### src/cabm_pkg.sv
// Package for the cyclical asynchronous buffer manager.
// Holds operation and status codes, register indexes, field widths and the store control struct.
// Depends on nothing; every other file imports it.
`default_nettype none

package cabm_pkg;

	// Field widths fixed by the interface
	localparam int OP_W      = 3;
	localparam int IDX_W     = 4;
	localparam int ST_W      = 2;
	localparam int BCNT_W    = 5;
	localparam int SIZE_W    = 13;
	localparam int ADDR_W    = 32;
	localparam int CFG_IDX_W = 2;
	localparam int CFG_W     = 32;

	// Default sizing of the pool
	localparam int DEF_NUM_BUFFERS = 16;
	localparam int DEF_COUNT_WIDTH = 8;

	// Operation codes
	localparam logic [OP_W-1:0] OP_INIT    = 3'd0;
	localparam logic [OP_W-1:0] OP_RESERVE = 3'd1;
	localparam logic [OP_W-1:0] OP_PUT     = 3'd2;
	localparam logic [OP_W-1:0] OP_GET     = 3'd3;
	localparam logic [OP_W-1:0] OP_RELEASE = 3'd4;

	// Status codes
	localparam logic [ST_W-1:0] ST_OK     = 2'd0;
	localparam logic [ST_W-1:0] ST_NOFREE = 2'd1;
	localparam logic [ST_W-1:0] ST_BADIDX = 2'd2;
	localparam logic [ST_W-1:0] ST_USECNT = 2'd3;

	// Configuration register indexes
	localparam logic [CFG_IDX_W-1:0] REG_BUFFER_COUNT = 2'd0;
	localparam logic [CFG_IDX_W-1:0] REG_MESSAGE_SIZE = 2'd1;
	localparam logic [CFG_IDX_W-1:0] REG_REGION_BASE  = 2'd2;

	// Configuration reset values
	localparam logic [BCNT_W-1:0] RST_BUFFER_COUNT = 5'd16;
	localparam logic [SIZE_W-1:0] RST_MESSAGE_SIZE = 13'd64;
	localparam logic [ADDR_W-1:0] RST_REGION_BASE  = 32'd0;

	// Control from the sequencer to the free stack and reader count store
	typedef struct packed {
		logic rd_en;
		logic cnt_we;
		logic stk_we;
		logic clear;
	} store_ctl_t;

endpackage

`default_nettype wire

### src/cabm_store.sv
// Free stack and reader count memories of the buffer manager, with registered reads.
// Per-entry valid bits give the reset contents until an entry is written.
// Depends on cabm_pkg.
`default_nettype none

module cabm_store #(
	parameter int NUM_BUFFERS = cabm_pkg::DEF_NUM_BUFFERS,
	parameter int COUNT_WIDTH = cabm_pkg::DEF_COUNT_WIDTH
) (
	input  wire                                  clk,
	input  wire                                  arst_n,
	input  wire cabm_pkg::store_ctl_t            ctl,
	input  wire [$clog2(NUM_BUFFERS)-1:0]        cnt_raddr,
	input  wire [$clog2(NUM_BUFFERS)-1:0]        stk_raddr,
	input  wire [$clog2(NUM_BUFFERS)-1:0]        cnt_waddr,
	input  wire [COUNT_WIDTH-1:0]                cnt_wdata,
	input  wire [$clog2(NUM_BUFFERS)-1:0]        stk_waddr,
	input  wire [$clog2(NUM_BUFFERS)-1:0]        stk_wdata,
	output logic [COUNT_WIDTH-1:0]               cnt_rdata,
	output logic [$clog2(NUM_BUFFERS)-1:0]       stk_rdata
);
	import cabm_pkg::*;

	localparam int IW = $clog2(NUM_BUFFERS);

	logic [COUNT_WIDTH-1:0] cnt_mem [NUM_BUFFERS];
	logic [IW-1:0]          stk_mem [NUM_BUFFERS];
	logic [NUM_BUFFERS-1:0] cnt_vld_q;
	logic [NUM_BUFFERS-1:0] stk_vld_q;

	logic [COUNT_WIDTH-1:0] cnt_rd_q;
	logic                   cnt_rv_q;
	logic [IW-1:0]          stk_rd_q;
	logic                   stk_rv_q;
	logic [IW-1:0]          stk_ra_q;

	always_ff @(posedge clk) begin
		if (ctl.cnt_we) begin
			cnt_mem[cnt_waddr] <= cnt_wdata;
		end
		if (ctl.stk_we) begin
			stk_mem[stk_waddr] <= stk_wdata;
		end
		if (ctl.rd_en) begin
			cnt_rd_q <= cnt_mem[cnt_raddr];
			stk_rd_q <= stk_mem[stk_raddr];
			stk_ra_q <= stk_raddr;
		end
	end

	always_ff @(posedge clk or negedge arst_n) begin
		if (!arst_n) begin
			cnt_vld_q <= '0;
			stk_vld_q <= '0;
			cnt_rv_q  <= 1'b0;
			stk_rv_q  <= 1'b0;
		end else begin
			if (ctl.clear) begin
				cnt_vld_q <= '0;
				stk_vld_q <= '0;
			end else begin
				if (ctl.cnt_we) begin
					cnt_vld_q[cnt_waddr] <= 1'b1;
				end
				if (ctl.stk_we) begin
					stk_vld_q[stk_waddr] <= 1'b1;
				end
			end
			if (ctl.rd_en) begin
				cnt_rv_q <= cnt_vld_q[cnt_raddr];
				stk_rv_q <= stk_vld_q[stk_raddr];
			end
		end
	end

	// An unwritten count reads as zero and an unwritten stack slot holds its own position.
	assign cnt_rdata = cnt_rv_q ? cnt_rd_q : '0;
	assign stk_rdata = stk_rv_q ? stk_rd_q : stk_ra_q;

endmodule

`default_nettype wire

### src/cabm_result.sv
// Result stage of the buffer manager: registered index times size product, then base add.
// Ends in the output register that drives the result channel.
// Depends on cabm_pkg.
`default_nettype none

module cabm_result #(
	parameter int RW = cabm_pkg::IDX_W
) (
	input  wire                            clk,
	input  wire                            arst_n,
	input  wire                            start,
	output logic                           start_ready,
	input  wire [RW-1:0]                   res_index,
	input  wire [cabm_pkg::ST_W-1:0]       res_status,
	input  wire                            res_zero,
	input  wire [cabm_pkg::SIZE_W-1:0]     message_size,
	input  wire [cabm_pkg::ADDR_W-1:0]     region_base,
	output logic                           out_valid,
	input  wire                            out_ready,
	output logic [cabm_pkg::IDX_W-1:0]     result_index,
	output logic [cabm_pkg::ADDR_W-1:0]    message_address,
	output logic [cabm_pkg::ST_W-1:0]      status
);
	import cabm_pkg::*;

	localparam int PW = RW + SIZE_W;

	logic            vld_s1;
	logic [PW-1:0]   prod_s1;
	logic [RW-1:0]   idx_s1;
	logic [ST_W-1:0] st_s1;
	logic            zero_s1;

	logic              out_valid_q;
	logic [IDX_W-1:0]  idx_q;
	logic [ADDR_W-1:0] addr_q;
	logic [ST_W-1:0]   st_q;

	logic out_free;
	logic adv;
	logic take;

	assign out_free    = !out_valid_q || out_ready;
	assign adv         = vld_s1 && out_free;
	assign start_ready = !vld_s1 || out_free;
	assign take        = start && start_ready;

	always_ff @(posedge clk or negedge arst_n) begin
		if (!arst_n) begin
			vld_s1      <= 1'b0;
			out_valid_q <= 1'b0;
		end else begin
			if (take) begin
				vld_s1 <= 1'b1;
			end else if (adv) begin
				vld_s1 <= 1'b0;
			end
			if (adv) begin
				out_valid_q <= 1'b1;
			end else if (out_ready) begin
				out_valid_q <= 1'b0;
			end
		end
	end

	always_ff @(posedge clk) begin
		if (take) begin
			prod_s1 <= PW'(res_index) * PW'(message_size);
			idx_s1  <= res_index;
			st_s1   <= res_status;
			zero_s1 <= res_zero;
		end
		if (adv) begin
			idx_q  <= IDX_W'(idx_s1);
			st_q   <= st_s1;
			addr_q <= zero_s1 ? '0 : region_base + ADDR_W'(prod_s1);
		end
	end

	assign out_valid       = out_valid_q;
	assign result_index    = idx_q;
	assign message_address = addr_q;
	assign status          = st_q;

endmodule

`default_nettype wire

### src/cyclic_async_buffer_manager.sv
// Top level of the cyclical asynchronous buffer manager: configuration registers and sequencer.
// Instantiates cabm_store (free stack, reader counts) and cabm_result (address and output).
// Depends on cabm_pkg, cabm_store and cabm_result.
//
//   channel  direction  handshake              payload
//   cfg      in         cfg_valid / cfg_ready  cfg_index, cfg_data
//   in       in         in_valid / in_ready    operation, buffer_index
//   out      out        out_valid / out_ready  result_index, message_address, status
//
// In the sequencer, the transfer cycle reads the stack and count memories, and the execute state
// that follows decides and writes back through one read-modify-write path.
// In the result stage the product is registered when the execute state hands off, and the base
// add then fills the output register that drives the out channel.
// A stalled result channel holds the sequencer in its execute state once the result stage is full.
// Reset restores the register defaults and the initial pool at once; there is no clearing pass.
// Configuration transfers are taken in every cycle.
`default_nettype none

module cyclic_async_buffer_manager #(
	parameter int NUM_BUFFERS = cabm_pkg::DEF_NUM_BUFFERS,
	parameter int COUNT_WIDTH = cabm_pkg::DEF_COUNT_WIDTH
) (
	input  wire                               clk,
	input  wire                               arst_n,
	input  wire                               cfg_valid,
	output logic                              cfg_ready,
	input  wire [cabm_pkg::CFG_IDX_W-1:0]     cfg_index,
	input  wire [cabm_pkg::CFG_W-1:0]         cfg_data,
	input  wire                               in_valid,
	output logic                              in_ready,
	input  wire [cabm_pkg::OP_W-1:0]          operation,
	input  wire [cabm_pkg::IDX_W-1:0]         buffer_index,
	output logic                              out_valid,
	input  wire                               out_ready,
	output logic [cabm_pkg::IDX_W-1:0]        result_index,
	output logic [cabm_pkg::ADDR_W-1:0]       message_address,
	output logic [cabm_pkg::ST_W-1:0]         status
);
	import cabm_pkg::*;

	localparam int IW = $clog2(NUM_BUFFERS);
	localparam int NW = $clog2(NUM_BUFFERS + 1);
	localparam int CW = (NW > BCNT_W) ? NW : BCNT_W;
	localparam int RW = (IW > IDX_W) ? IW : IDX_W;

	localparam logic [0:0] S_IDLE = 1'b0;
	localparam logic [0:0] S_EXEC = 1'b1;

	localparam logic [COUNT_WIDTH-1:0] CNT_MAX  = {COUNT_WIDTH{1'b1}};
	localparam logic [COUNT_WIDTH-1:0] CNT_ONE  = COUNT_WIDTH'(1);

	// Configuration registers
	logic [BCNT_W-1:0] buffer_count_q;
	logic [SIZE_W-1:0] message_size_q;
	logic [ADDR_W-1:0] region_base_q;

	// Sequencer and pool state
	logic [0:0]      state_q;
	logic [OP_W-1:0] op_q;
	logic [IDX_W-1:0] idx_q;
	logic [NW-1:0]   free_count_q;
	logic [IW-1:0]   latest_q;

	logic [CW-1:0]   bc_ext;
	logic [CW-1:0]   pool_n;
	logic            accept;
	logic            fire;
	logic            res_start_ready;

	store_ctl_t             st_ctl;
	logic [IW-1:0]          cnt_raddr;
	logic [IW-1:0]          stk_raddr;
	logic [IW-1:0]          cnt_waddr;
	logic [COUNT_WIDTH-1:0] cnt_wdata;
	logic [IW-1:0]          stk_waddr;
	logic [COUNT_WIDTH-1:0] cnt_rd;
	logic [IW-1:0]          stk_rd;

	logic [IW-1:0]   idx_i;
	logic            idx_ok;
	logic            lat_ok;
	logic            fc_lt_n;
	logic [RW-1:0]   res_w;
	logic [ST_W-1:0] st_w;
	logic            zero_w;
	logic            push_w;
	logic            push_ok;
	logic [IW-1:0]   push_val;
	logic            cnt_we_w;
	logic            fc_dec;
	logic            latest_we;
	logic            init_w;

	assign cfg_ready = 1'b1;
	assign in_ready  = (state_q == S_IDLE);
	assign accept    = in_valid && in_ready;
	assign fire      = (state_q == S_EXEC) && res_start_ready;

	always_ff @(posedge clk or negedge arst_n) begin
		if (!arst_n) begin
			buffer_count_q <= RST_BUFFER_COUNT;
			message_size_q <= RST_MESSAGE_SIZE;
			region_base_q  <= RST_REGION_BASE;
		end else if (cfg_valid) begin
			unique case (cfg_index)
				REG_BUFFER_COUNT: buffer_count_q <= cfg_data[BCNT_W-1:0];
				REG_MESSAGE_SIZE: message_size_q <= cfg_data[SIZE_W-1:0];
				REG_REGION_BASE:  region_base_q  <= cfg_data[ADDR_W-1:0];
				default: begin
				end
			endcase
		end
	end

	// Effective pool size, clamped to the range the store supports.
	assign bc_ext = CW'(buffer_count_q);
	always_comb begin
		priority if (bc_ext < CW'(2)) begin
			pool_n = CW'(2);
		end else if (bc_ext > CW'(NUM_BUFFERS)) begin
			pool_n = CW'(NUM_BUFFERS);
		end else begin
			pool_n = bc_ext;
		end
	end

	// Reads are issued on the input transfer: counts at the payload index, or at the latest buffer for put and get.
	assign cnt_raddr = (operation == OP_PUT || operation == OP_GET) ? latest_q
		: IW'(buffer_index);
	assign stk_raddr = IW'(free_count_q - NW'(1));

	assign idx_i   = IW'(idx_q);
	assign idx_ok  = CW'(idx_q) < pool_n;
	assign lat_ok  = CW'(latest_q) < pool_n;
	assign fc_lt_n = CW'(free_count_q) < pool_n;

	always_comb begin
		res_w     = RW'(idx_q);
		st_w      = ST_OK;
		zero_w    = 1'b0;
		push_w    = 1'b0;
		push_val  = latest_q;
		cnt_we_w  = 1'b0;
		cnt_wdata = cnt_rd;
		cnt_waddr = idx_i;
		fc_dec    = 1'b0;
		latest_we = 1'b0;
		init_w    = 1'b0;
		unique case (op_q)
			OP_INIT: begin
				init_w = 1'b1;
			end
			OP_RESERVE: begin
				if (free_count_q == '0) begin
					st_w   = ST_NOFREE;
					res_w  = '0;
					zero_w = 1'b1;
				end else begin
					fc_dec = 1'b1;
					res_w  = RW'(stk_rd);
				end
			end
			OP_PUT: begin
				if (!idx_ok) begin
					st_w = ST_BADIDX;
				end else begin
					// The old latest returns to the pool only if no reader still holds it.
					if (lat_ok && latest_q != idx_i && cnt_rd == '0) begin
						push_w   = 1'b1;
						push_val = latest_q;
					end
					latest_we = 1'b1;
				end
			end
			OP_GET: begin
				res_w     = RW'(latest_q);
				cnt_waddr = latest_q;
				if (!lat_ok) begin
					st_w = ST_BADIDX;
				end else if (cnt_rd == CNT_MAX) begin
					st_w = ST_USECNT;
				end else begin
					cnt_we_w  = 1'b1;
					cnt_wdata = cnt_rd + CNT_ONE;
				end
			end
			OP_RELEASE: begin
				if (!idx_ok) begin
					st_w = ST_BADIDX;
				end else if (cnt_rd == '0) begin
					st_w = ST_USECNT;
				end else begin
					cnt_we_w  = 1'b1;
					cnt_wdata = cnt_rd - CNT_ONE;
					if (cnt_rd == CNT_ONE && idx_i != latest_q) begin
						push_w   = 1'b1;
						push_val = idx_i;
					end
				end
			end
			default: begin
				st_w = ST_BADIDX;
			end
		endcase
	end

	// A push onto a full stack is dropped.
	assign push_ok   = push_w && fc_lt_n;
	assign stk_waddr = IW'(free_count_q);

	assign st_ctl.rd_en  = accept;
	assign st_ctl.cnt_we = fire && cnt_we_w;
	assign st_ctl.stk_we = fire && push_ok;
	assign st_ctl.clear  = fire && init_w;

	always_ff @(posedge clk) begin
		if (accept) begin
			op_q  <= operation;
			idx_q <= buffer_index;
		end
	end

	always_ff @(posedge clk or negedge arst_n) begin
		if (!arst_n) begin
			state_q      <= S_IDLE;
			free_count_q <= NW'(NUM_BUFFERS - 1);
			latest_q     <= IW'(NUM_BUFFERS - 1);
		end else begin
			unique case (state_q)
				S_IDLE: begin
					if (accept) begin
						state_q <= S_EXEC;
					end
				end
				S_EXEC: begin
					if (fire) begin
						state_q <= S_IDLE;
					end
				end
				default: begin
					state_q <= S_IDLE;
				end
			endcase
			if (fire) begin
				priority if (init_w) begin
					free_count_q <= NW'(pool_n - CW'(1));
					latest_q     <= IW'(pool_n - CW'(1));
				end else begin
					if (fc_dec) begin
						free_count_q <= free_count_q - NW'(1);
					end else if (push_ok) begin
						free_count_q <= free_count_q + NW'(1);
					end
					if (latest_we) begin
						latest_q <= idx_i;
					end
				end
			end
		end
	end

	cabm_store #(
		.NUM_BUFFERS (NUM_BUFFERS),
		.COUNT_WIDTH (COUNT_WIDTH)
	) u_store (
		.clk       (clk),
		.arst_n    (arst_n),
		.ctl       (st_ctl),
		.cnt_raddr (cnt_raddr),
		.stk_raddr (stk_raddr),
		.cnt_waddr (cnt_waddr),
		.cnt_wdata (cnt_wdata),
		.stk_waddr (stk_waddr),
		.stk_wdata (push_val),
		.cnt_rdata (cnt_rd),
		.stk_rdata (stk_rd)
	);

	cabm_result #(
		.RW (RW)
	) u_result (
		.clk             (clk),
		.arst_n          (arst_n),
		.start           (state_q == S_EXEC),
		.start_ready     (res_start_ready),
		.res_index       (res_w),
		.res_status      (st_w),
		.res_zero        (zero_w),
		.message_size    (message_size_q),
		.region_base     (region_base_q),
		.out_valid       (out_valid),
		.out_ready       (out_ready),
		.result_index    (result_index),
		.message_address (message_address),
		.status          (status)
	);

endmodule

`default_nettype wire

### config.mk
export PLATFORM = sky130hd
export DESIGN_NAME = cyclic_async_buffer_manager
export DESIGN_NICKNAME = d
export VERILOG_FILES = /design/src/cabm_pkg.sv /design/src/cabm_store.sv /design/src/cabm_result.sv /design/src/cyclic_async_buffer_manager.sv
export SDC_FILE = /design/constraint.sdc
export NUM_CORES = 1
export LEC_CHECK = 0
export ABC_AREA = 1
export BUFFER_PORTS_ARGS = -buffer_cell sky130_fd_sc_hd__buf_2
export CAP_MARGIN = 10
export CELL_PAD_IN_SITES_DETAIL_PLACEMENT = 0
export CELL_PAD_IN_SITES_GLOBAL_PLACEMENT = 1
export CORE_ASPECT_RATIO = 1.4
export CORE_MARGIN = 4
export CORE_UTILIZATION = 49
export DETAILED_ROUTE_END_ITERATION = 8
export PLACE_DENSITY_LB_ADDON = 0.15
export SLEW_MARGIN = 20
export SYNTH_ARGS = -nofsm -noshare
export SYNTH_HDL_FRONTEND = slang
export SYNTH_SLANG_ARGS = --single-unit
### constraint.sdc
create_clock -name clk -period 5.4 [get_ports clk]
set_input_delay 0.54 -clock clk [delete_from_list [all_inputs] [get_ports clk]]
set_output_delay 0.54 -clock clk [all_outputs]
set_load 0.005 [all_outputs]
==> impl_results.md <==
* Via count at 14820
* Clk root buf: clkbuf_16
* Setup Crit Path Kind: flip-flop to flip-flop
* Wire per inst at 18.82 um
* Die Wd at 176.6 um
* Max Root-Sink Buffers at 3
* CTS tree: yes
* Slew headroom at 0.3235
* Filler cells at 3618
* Post-synth EDFFs at 277
* Die height at 244.1 um
* Leading area contributor after synthesis: edfxtp_1
* Tot GR Track Use at 0.2362
* Leak at 9.260 nW
* Setup Fix Bufs, Post-CTS at 0
* Worst Setup End Kind: flip-flop
* Worst Setup SP: free_count_q[1]
* Syn. warnings at 0
* Top post-synthesis cells by count: 396 x nand2_1, 304 x nor2_1, 277 x edfxtp_1
* Skew final at 0.01970 ns
* Crit start category: flip-flop
* Final setup vio count at 0
* Cells after Synth at 2092
* Comb power frac at 0.347
* 1st-iter DRT viols at 1052
* I/O pin total at 87
* Share of layout cells above drive strength 1 at 0.1075
* Critical Path RT at 5.70 ns
* Core box area at 0.03938 mm^2
* Largest net degree at the start of global routing at 73
* R2R setup slack at 0.57 ns
* Global-route wire length before repair at 80.47 mm
* Clock share of power at 0.260
* Initial antenna violation count at 0
* Met1 wire length at 20.85 mm
* P&R area growth vs syn at 11.40%
* Syn_nets at 2219
* Sequential fraction of the synthesis area at 0.5503
* Post-synthesis register bit count at 373
* Psw at 0.003791 W
* GP Congestion at 0.9274
* Vias per std cell at 5.423
* Total negative slack at 0 ns
* Uppermost layer routed: met4
* Placed Cells at 2660
* Worst Max-Slew Pin Slew at 1.012 ns
* Overall power at 0.01005 W
* DP HPWL at 36.51 mm
* DP Worst Slack at 0.5707 ns
* Resized Gates After CTS at 0
* Antenna cells at 0
* GR Overflow Total at 0
* Reg-to-Reg End: u_result.prod_s1[12]
* Sw Ratio at 0.3774
* Max Slew Vio Count at 0
* Top cell type's share of synthesized area at 0.4265
* Fmax at 207.0 MHz
* Starting density of the core at 0.4952
* # hold bufs at CTS at 0
* Critical path peak fanout at 13
* R2R depth at 24
* Clock sinks at 373
* Outcome: finished clean
* Area contributors post-synth: edfxtp_1 43%, dfrtp_1 11%, nand2_1 7.6%
* Peak VDD IR at 0.3457 mV
* NumNets Final at 2300
* Slack of the critical path at 0.5689 ns
* RSZ-0062 raised after global routing: no
* Drt total wl at 51.41 mm
* Buffers added on ports at 85
* Worst-skew pair later-pin latency at 0.55 ns
* DR pass1 iterations at 5
* DR WL met3 at 1.979 mm
* Cell variety after synth at 51
* Drt drc at 0
* Sequential power share at 0.394
* Mean post-synth cell area at 9.323 um^2
* Final std cells w/o fill at 2732
* Vias in the first global route at 14750
* Die Footprint at 0.04310 mm^2
* Ys async rst share at 0.2574
* Antenna viol nets, final at 0
* Met2 WL post-DR at 26.27 mm
* Worst r2r src: free_count_q[1]
* PwrDens at 462.4 mW/mm^2
* Row count at 86
* Hold Crit Class: input pin to async pin
* Fin crit share at 0.8947
* H-Tree Depth at 2
* CTS clk-pin slew, worst paths at 0.06 ns
* Internal Power at 0.006255 W
* Arr. time, crit path at 5.13 ns
* Most common cell in the netlist: nand2_1
* Max Cap Viol at 0
* Synth Cell Area at 0.01950 mm^2
* Hold Vio Cnt, Final at 0
* Fin crit period at 4.831 ns
* Fin util at 0.5517
* Main synth FF type: edfxtp_1
* CTS buffer count at 39
==> power by group through the flow <==
| stage | Clock, W | Combinational, W | Sequential (W) |
|---|---|---|---|
| floorplan | 0 | 0.00243 | 0.00392 |
| global placement | 0 | 0.00342 | 0.00400 |
| detailed placement | 0 | 0.00347 | 0.00401 |
| CTS | 0.00267 | 0.00348 | 0.00395 |
| global route | 0.00278 | 0.00393 | 0.00399 |
| finish | 0.00261 | 0.00348 | 0.00396 |
==> critical path, cell delays in order, from the launching register on <==
cell,delay [ns]
dfstp_2,0.59
inv_1,0.10
ha_1,0.28
nand3_1,0.15
nand2_2,0.11
inv_1,0.20
nand2_1,0.08
inv_1,0.06
nor2_1,0.04
buf_4,0.19
inv_1,0.08
nand2_1,0.08
fa_1,0.52
fa_1,0.55
inv_1,0.07
fa_1,0.46
nand2_1,0.08
nand2_1,0.05
o21ai_0,0.17
o21ai_0,0.26
nand3_1,0.13
nand2_1,0.08
nand3_1,0.10
a21o_1,0.12
nand2_1,0.04
==> kinds of logic after synthesis <==
logic type	share of synthesized area
AOI/OAI and AO/OA	0.1202
and+or+nand+nor	0.1896
muxes	0.006351
buffers and inverters	0.06133
xor gates and xnor gates	0.01123
DFF	0.5503
other	0.0001923
adders and majority gates	0.06082
==> how the worst max path moves through the flow <==
stage	to	slack (ns)	depth (start not counted)
final	u_result.prod_s1[12]	0.57	24
after global routing	u_result.prod_s1[12]	0.18	24
after CTS	u_result.prod_s1[12]	0.56	24
after detailed placement	u_result.prod_s1[12]	0.57	24
after global placement	u_result.prod_s1[12]	0.71	24
after floorplan	u_result.prod_s1[12]	0.66	26
==> state kept, by name (all words and copies together) (netlist names), 2 cells and up <==
register	flops
u_store.cnt_vld_q	16
u_store.cnt_rd_q	8
u_result.status	2
u_store.stk_rd_q	4
u_store.stk_mem	64
u_result.result_index	4
u_result.idx_s1	4
op_q	3
u_store.stk_ra_q	4
u_result.message_address	32
u_store.stk_vld_q	16
message_size_q	13
bc_ext	5
free_count_q	5
region_base_q	32
u_store.cnt_mem	128
latest_q	4
idx_i	4
u_result.prod_s1	17
u_result.st_s1	2
==> routing by layer <==
layer	track usage	vias up
met5	0	-
li1	-	7264
met1	0.2882	7057
met2	0.4241	362
met4	0.09699	0
met3	0.02644	133
==> placed cells by master (no fill, tap or decap), drive strengths merged, types with 4 or more instances in the layout <==
cell / n
xor2: 21
nor3: 17
edfxtp: 277
o221ai: 15
fa: 23
nor2: 314
o21ai: 223
clkinv: 16
o21a: 6
o21bai: 4
clkbuf: 54
nand2: 410
a21oi: 94
ha: 58
buf: 112
a21o: 4
mux2: 11
xnor2: 4
o31ai: 4
dfstp: 10
inv: 227
nand4: 28
dfrtp: 86
o22ai: 21
o211ai: 39
nand3: 113
==> cell type report <==
cell class | count | area (um^2) | share of cell area
Sequential cell | 373 | 10730 | 0.4940
Clock inverter | 18 | 176.4 | 0.008120
Clock buffer | 54 | 1074 | 0.04941
Multi-Input combinational cell | 1419 | 7596 | 0.3496
Timing Repair Buffer | 112 | 630.6 | 0.02902
Inverter | 228 | 857.1 | 0.03945
Tap cell | 528 | 660.6 | 0.03041
==> metrics by stage <==
step	area, um^2	hold slack (ns)
2_1_floorplan	19500	0.2444
3_3_place_gp	20480	0.4583
3_5_place_dp	20480	0.4429
4_1_cts	21730	0.1063
5_1_grt	21730	0.1530
6_report	21730	0.08063
No activity file was read; power rests on OpenSTA's default activity.
